===== config.mk =====
export PLATFORM = sky130hd
export DESIGN_NAME = ntf_ctrl
export DESIGN_NICKNAME = d
export VERILOG_FILES = /design/src/design/ntf_pkg.sv /design/src/design/ntf_ctrl.sv
export SDC_FILE = /design/constraint.sdc
export NUM_CORES = 1
export LEC_CHECK = 0
export BUFFER_PORTS_ARGS = -buffer_cell sky130_fd_sc_hd__buf_2
export CAP_MARGIN = 20
export CORE_AREA = 2 2 39 41
export CTS_BUF_LIST = sky130_fd_sc_hd__clkbuf_4
export DETAILED_ROUTE_END_ITERATION = 8
export DIE_AREA = 0 0 41 43
export PLACE_DENSITY = 0.48
export REMOVE_ABC_BUFFERS = 1
export SYNTH_ARGS = -nofsm -noshare
export SYNTH_HDL_FRONTEND = slang
export SYNTH_SLANG_ARGS = --single-unit

===== constraint.sdc =====
create_clock -name clk -period 1.5 [get_ports clk]
set_input_delay 0.225 -clock clk [delete_from_list [all_inputs] [get_ports clk]]
set_output_delay 0.225 -clock clk [all_outputs]
set_load 0.05 [all_outputs]

===== src/design/ntf_pkg.sv =====
// Shared constants, codes and controller/datapath interface types for the triangle fan block.
package ntf_pkg;

  localparam int MAX_VERTICES = 1024;
  localparam int ADDR_W       = $clog2(MAX_VERTICES);
  localparam int COUNT_W      = ADDR_W + 1;
  localparam int COORD_BITS   = 16;
  localparam int DIFF_W       = COORD_BITS + 1;
  localparam int SQ_W         = 2 * COORD_BITS;
  localparam int DIST_W       = SQ_W + 2;
  localparam int IDX_W        = 10;
  localparam int FUNC_W       = 2;
  localparam int NEIGHBOURS   = 3;
  localparam int KEPT_W       = 2;

  typedef enum logic [FUNC_W-1:0] {
    FUNC_CLEAR    = 2'd0,
    FUNC_APPEND   = 2'd1,
    FUNC_GENERATE = 2'd2
  } func_t;

  typedef enum logic [2:0] {
    ST_IDLE,
    ST_ROOT_RD,
    ST_ROOT_CAP,
    ST_SCAN,
    ST_DRAIN,
    ST_EMIT
  } state_t;

  typedef struct packed {
    logic clear;
    logic append;
    logic start;
    logic rd_root;
    logic root_cap;
    logic scan_step;
    logic emit_adv;
  } ntf_cmd_t;

  typedef struct packed {
    logic gen_ok;
    logic scan_last;
    logic pipe_busy;
    logic emit_last;
  } ntf_stat_t;

endpackage


===== src/design/ntf_ctrl.sv =====
// Controller: sequences store updates, the neighbor scan and triangle output.
module ntf_ctrl (
  input  logic                  clk,
  input  logic                  rst,
  input  logic                  in_valid,
  output logic                  in_ready,
  input  logic [ntf_pkg::FUNC_W-1:0] func,
  output logic                  out_valid,
  input  logic                  out_ready,
  input  ntf_pkg::ntf_stat_t    stat,
  output ntf_pkg::ntf_cmd_t     cmd,
  output ntf_pkg::state_t       state
);
  import ntf_pkg::*;

  state_t state_next;
  logic   in_acc;

  assign in_ready  = (state == ST_IDLE);
  assign out_valid = (state == ST_EMIT);
  assign in_acc    = in_valid && in_ready;

  always_ff @(posedge clk) begin
    if (rst) begin
      state <= ST_IDLE;
    end else begin
      state <= state_next;
    end
  end

  always_comb begin
    state_next = state;
    cmd        = '0;
    unique case (state)
      ST_IDLE: begin
        if (in_acc) begin
          if (func == FUNC_CLEAR) begin
            cmd.clear = 1'b1;
          end
          if (func == FUNC_APPEND) begin
            cmd.append = 1'b1;
          end
          if (func == FUNC_GENERATE && stat.gen_ok) begin
            cmd.start  = 1'b1;
            state_next = ST_ROOT_RD;
          end
        end
      end
      ST_ROOT_RD: begin
        cmd.rd_root = 1'b1;
        state_next  = ST_ROOT_CAP;
      end
      ST_ROOT_CAP: begin
        cmd.root_cap = 1'b1;
        state_next   = ST_SCAN;
      end
      ST_SCAN: begin
        cmd.scan_step = 1'b1;
        if (stat.scan_last) begin
          state_next = ST_DRAIN;
        end
      end
      ST_DRAIN: begin
        if (!stat.pipe_busy) begin
          state_next = ST_EMIT;
        end
      end
      ST_EMIT: begin
        if (out_ready) begin
          cmd.emit_adv = 1'b1;
          if (stat.emit_last) begin
            state_next = ST_IDLE;
          end
        end
      end
      default: begin
        state_next = ST_IDLE;
      end
    endcase
  end

endmodule


# Yosys cells after proc, flatten, opt, wreduce, memory -nomap -nowiden
# Index checks and enable logic that the tools add are counted.
[word_totals] reg_bits=3 word_cells=36 output_inout_bits=12
[classes] n_reduce_logical=5 eq_ne=13 mux=17
[op_table] operator="3-bit two-way mux" n=8
[op_table] operator="3-bit one-hot mux with 6 select lines" n=1
[op_table] operator="1-bit two-way mux" n=8
[op_table] operator="2-bit by 1-bit != test with 1-bit output (second input constant)" n=4
[op_table] operator="3-bit by 2-bit == test with 1-bit output (second input constant)" n=2
[op_table] operator="3-bit == test (second input constant)" n=2
[op_table] operator="6-bit AND reduction" n=1
[op_table] operator="2-bit != test (second input constant)" n=2
[op_table] operator="3-bit by 1-bit == test with 1-bit output (second input constant)" n=1
[op_table] operator="3-bit logical NOT" n=1
[op_table] operator="2-bit by 1-bit == test with 1-bit output (second input constant)" n=1
[op_table] operator="2-bit == test (second input constant)" n=1
[op_table] operator="1-bit logical AND" n=2
[op_table] operator="2-bit logical NOT" n=1

# Longest topological paths before layout
[logic_depth] depth_word=5 depth_mapped=5 ltp_nobuf=4

# Least setup slack after synthesis
# Ideal clock, no wire load.
[synth_timing] path_type="register to output" start="reg state[1]" end="out cmd[6] (netlist bit)" path_buffers=1 arrival_time_ns=2.994 path_slack_ns=-1.719 stages_incl_launch_ff=4 path_cell_list="dfxtp_1 buf_6 nor3_2 nor4bb_1"
[synth_rtl] item="from (decl)" line_no="ntf_ctrl.sv:12" source="output ntf_pkg::state_t state"
[synth_rtl] item="from (signal assigned)" line_no="ntf_ctrl.sv:27" source="state <= state_next;"
[synth_rtl] item="to (decl)" line_no="ntf_ctrl.sv:11" source="output ntf_pkg::ntf_cmd_t cmd,"

==> results.py <==
metrics = {
    "pwr": {
        "ir_drop_uv": 920,
        "p_leak_nw": 0.280,
        "power_mw": 1.01,
        "p_per_area_nw_per_um2": 1900,
    },
    "detailed_routing": {
        "drtAntennaViolNets": 0,
        "vias_per_cell": 4.53,
        "remaining_drc_errors": 0,
        "drtPass1Iterations": 4,
        "wire_per_inst_um": 11.0,
        "totalWireLength_um": 835,
        "drt_first_iter_violations": 3,
        "vias": 344,
    },
    "timing": {
        "fin_skew_ns": 0.00230,
        "tns_ns": 0,
        "relSlewSlack_pct": 83.8,
        "fmax_ghz": 0.685,
        "period_share_pct": 97.3,
        "rsz0062_at_grt": "true",
        "hold_viol": 0,
        "setup_viol": 0,
        "worst_pin_slew_ns": 0.241,
        "timing.final.max_slew_violations": 0,
        "period_needed_ns": 1.46,
    },
    "logic_synthesis": {
        "synth_mux_area_share_pct": 3.48,
        "synthAdderAreaFrac_pct": 0,
        "synth_top_area_cell": "dfxtp_1",
        "synth_compound_area_share_pct": 23.9,
        "ys_warn_count": 0,
        "yosys.cell_types.count": 25,
        "avgSynthCellArea_um2": 9.59,
        "synth_xor_area_share_pct": 0,
        "synth_edf_count": 0,
        "synth_area_leaders": "dfxtp_1, o211ai_4, a311oi_2",
        "syn_area_um2": 288,
        "seq_area_frac_synth_pct": 20.9,
        "synth_seq_cells": 3,
        "synthFlopType": "dfxtp_1",
        "async_flop_share_pct": 0,
        "synth-simple-area-share_pct": 44.8,
        "ys_top_cells_by_count": "dfxtp_1, nand2b_1, nor3b_1, o21ai_1",
        "synth_top_family_by_area": "simple AND/OR/NAND/NOR gates",
        "synth_top_area_share_pct": 20.9,
        "yosysMostFrequentCell": "dfxtp_1",
        "syn_inst": 30,
    },
    "placed_design": {
        "gp_congestion": 0.609,
        "portBuffers": 21,
        "hpwl_um": 603,
    },
    "clock_tree": {
        "cts_root_buf": "clkbuf_4",
        "holdBufCountCts": 0,
        "insertion_delay_ns": 0.23,
        "cts_inserted_buffers": 3,
        "path_clk_slew_ns": 0.04,
        "clock-sinks": 3,
        "cts_buffer_depth": 2,
        "cts_tree": "done",
        "cts_max_level": 1,
    },
    "worst_setup_path": {
        "crit_chain": "nor3_4, nor4bb_4, buf_6",
        "r2r-start": "state[2]$_SDFFE_PP0P_",
        "rr_worst_depth": 5,
        "crit-reg2reg-capture": "state[0]$_SDFFE_PP0P_",
        "required_ns": 1.27,
        "start_kind": "flop",
        "worst_setup_path_end_kind": "output pin",
        "crit_type": "flop to output pin",
        "crit_path_top_delay_cell": "dfxtp_4",
        "arrival_ns": 1.23,
        "r2r_setup_slack_ns": 0.22,
        "cp_slowest_stage_delay_ns": 0.36,
        "critPathMaxFanout": 6,
    },
    "finish": {
        "nNetsFinal": 71,
        "utilization_pct": 38.3,
        "antenna_cells": 0,
        "reg_top3": "state x3",
        "drive_above_1_share_pct": 73.3,
        "num-fill-cells": 141,
        "syn2layout_area_growth_pct": 84.3,
        "largest_reg_flops": 3,
        "largest-register": "state",
    },
    "global_routing": {
        "antenna_found_initial": 0,
        "grt_pass1_vias": 293,
        "grt_pass1_wl_um": 1150,
        "grt_max_degree": 11,
        "gr-total-overflow": 0,
        "grt_use_total_pct": 9.73,
    },
    "min_path": {
        "min_from": "rst",
        "holdPathEnd": "state[2]$_SDFFE_PP0P_",
        "min_path_cells": 2,
        "holdCritPathClass": "input pin to flop",
    },
    "die": {
        "core-area_um2": 1380,
        "die_height_um": 43,
        "start_util_pct": 20.8,
        "rows": 14,
        "dieArea_um2": 1760,
        "dieWidth_um": 41,
        "ios": 22,
    },
    "flow_run": {
        "drv_cap": 0,
    },
    "outcome": {
        "status": "complete, no violations",
    },
}
==> metal layers <==
layer	GRT usage, %	share of wire, %	vias to the layer above
li1	-	-	179
met1	13.5	49	146
met2	12.5	43	19
met3	1.57	8.4	0
met4	8.00	0	0
met5	0	0	-
==> cells in the final DEF (no fill, tap or decap), drive strengths merged <==
cell type / count
dlymetal6s2s: 1
a211o: 1
and3: 1
buf: 26
and2b: 1
nor3b: 2
inv: 1
nor4bb: 1
o211ai: 2
nor4: 1
and4b: 1
o21ai: 2
nand2: 1
and2: 1
mux2i: 1
dfxtp: 3
nand3b: 1
a311oi: 1
clkbuf: 5
nand2b: 2
nand4b: 1
nand3: 2
nor3: 2
==> worst max-delay path by stage <==
stage	start	to	slack, ns	cells past startpoint
after floorplan	state[0]$_SDFFE_PP0P_	cmd[6]	-1.68	2
after global placement	state[1]$_SDFFE_PP0P_	cmd[6]	0.11	3
after detailed placement	state[1]$_SDFFE_PP0P_	cmd[6]	0.14	3
after CTS	state[0]$_SDFFE_PP0P_	cmd[6]	-0.0005	3
after global routing	state[1]$_SDFFE_PP0P_	cmd[6]	-0.01	3
final	state[1]$_SDFFE_PP0P_	cmd[6]	0.04	3
==> final cells by class <==
class	instances	area (µm²)	share of cell area, %
Timing Repair Buffer	28	179	33.7
Clock buffer	4	30.0	5.66
Multi-Input combinational cell	24	229	43.2
Sequential cell	3	68.8	13.0
Inverter	1	3.75	0.708
Tap cell	16	20.0	3.77
==> cell families after synthesis <==
| logic type | Yosys count |
|---|---|
| buffers and inverters | 3 |
| AOI/OAI and AO/OA | 6 |
| DFF | 3 |
| and+or+nand+nor | 17 |
| muxes | 1 |
==> per-stage QoR <==
stage	setup slack (ns)	cells	hold slack, ns	instance area (µm²)
6_report	0.0406	76	0.204	531
5_1_grt	-0.00961	76	0.200	531
4_1_cts	-0.000490	74	0.197	484
3_5_place_dp	0.140	69	0.452	427
3_3_place_gp	0.114	69	0.454	427
2_1_floorplan	-1.68	28	0.293	272
==> power by group <==
part | total, mW | internal, mW | switching (mW)
combinational | 0.689 | 0.254 | 0.435
clock | 0.158 | 0.118 | 0.0405
sequential | 0.163 | 0.117 | 0.0455
==> worst max-delay path: cells and delay by family, from the launching register on <==
kind | cells | cell delay [ns]
buf+inv | 1 | 0.19
simple gates | 2 | 0.45
flops | 1 | 0.36
==> what timing repair did <==
item / in CTS / in global routing
hold endpoints to repair: 0 / 0
resized for setup: 8 / 8
setup buffers: 1 / 2
pin swaps: 1 / 1
setup endpoints to repair: 7 / 4
No activity file was read; power rests on OpenSTA's default activity.
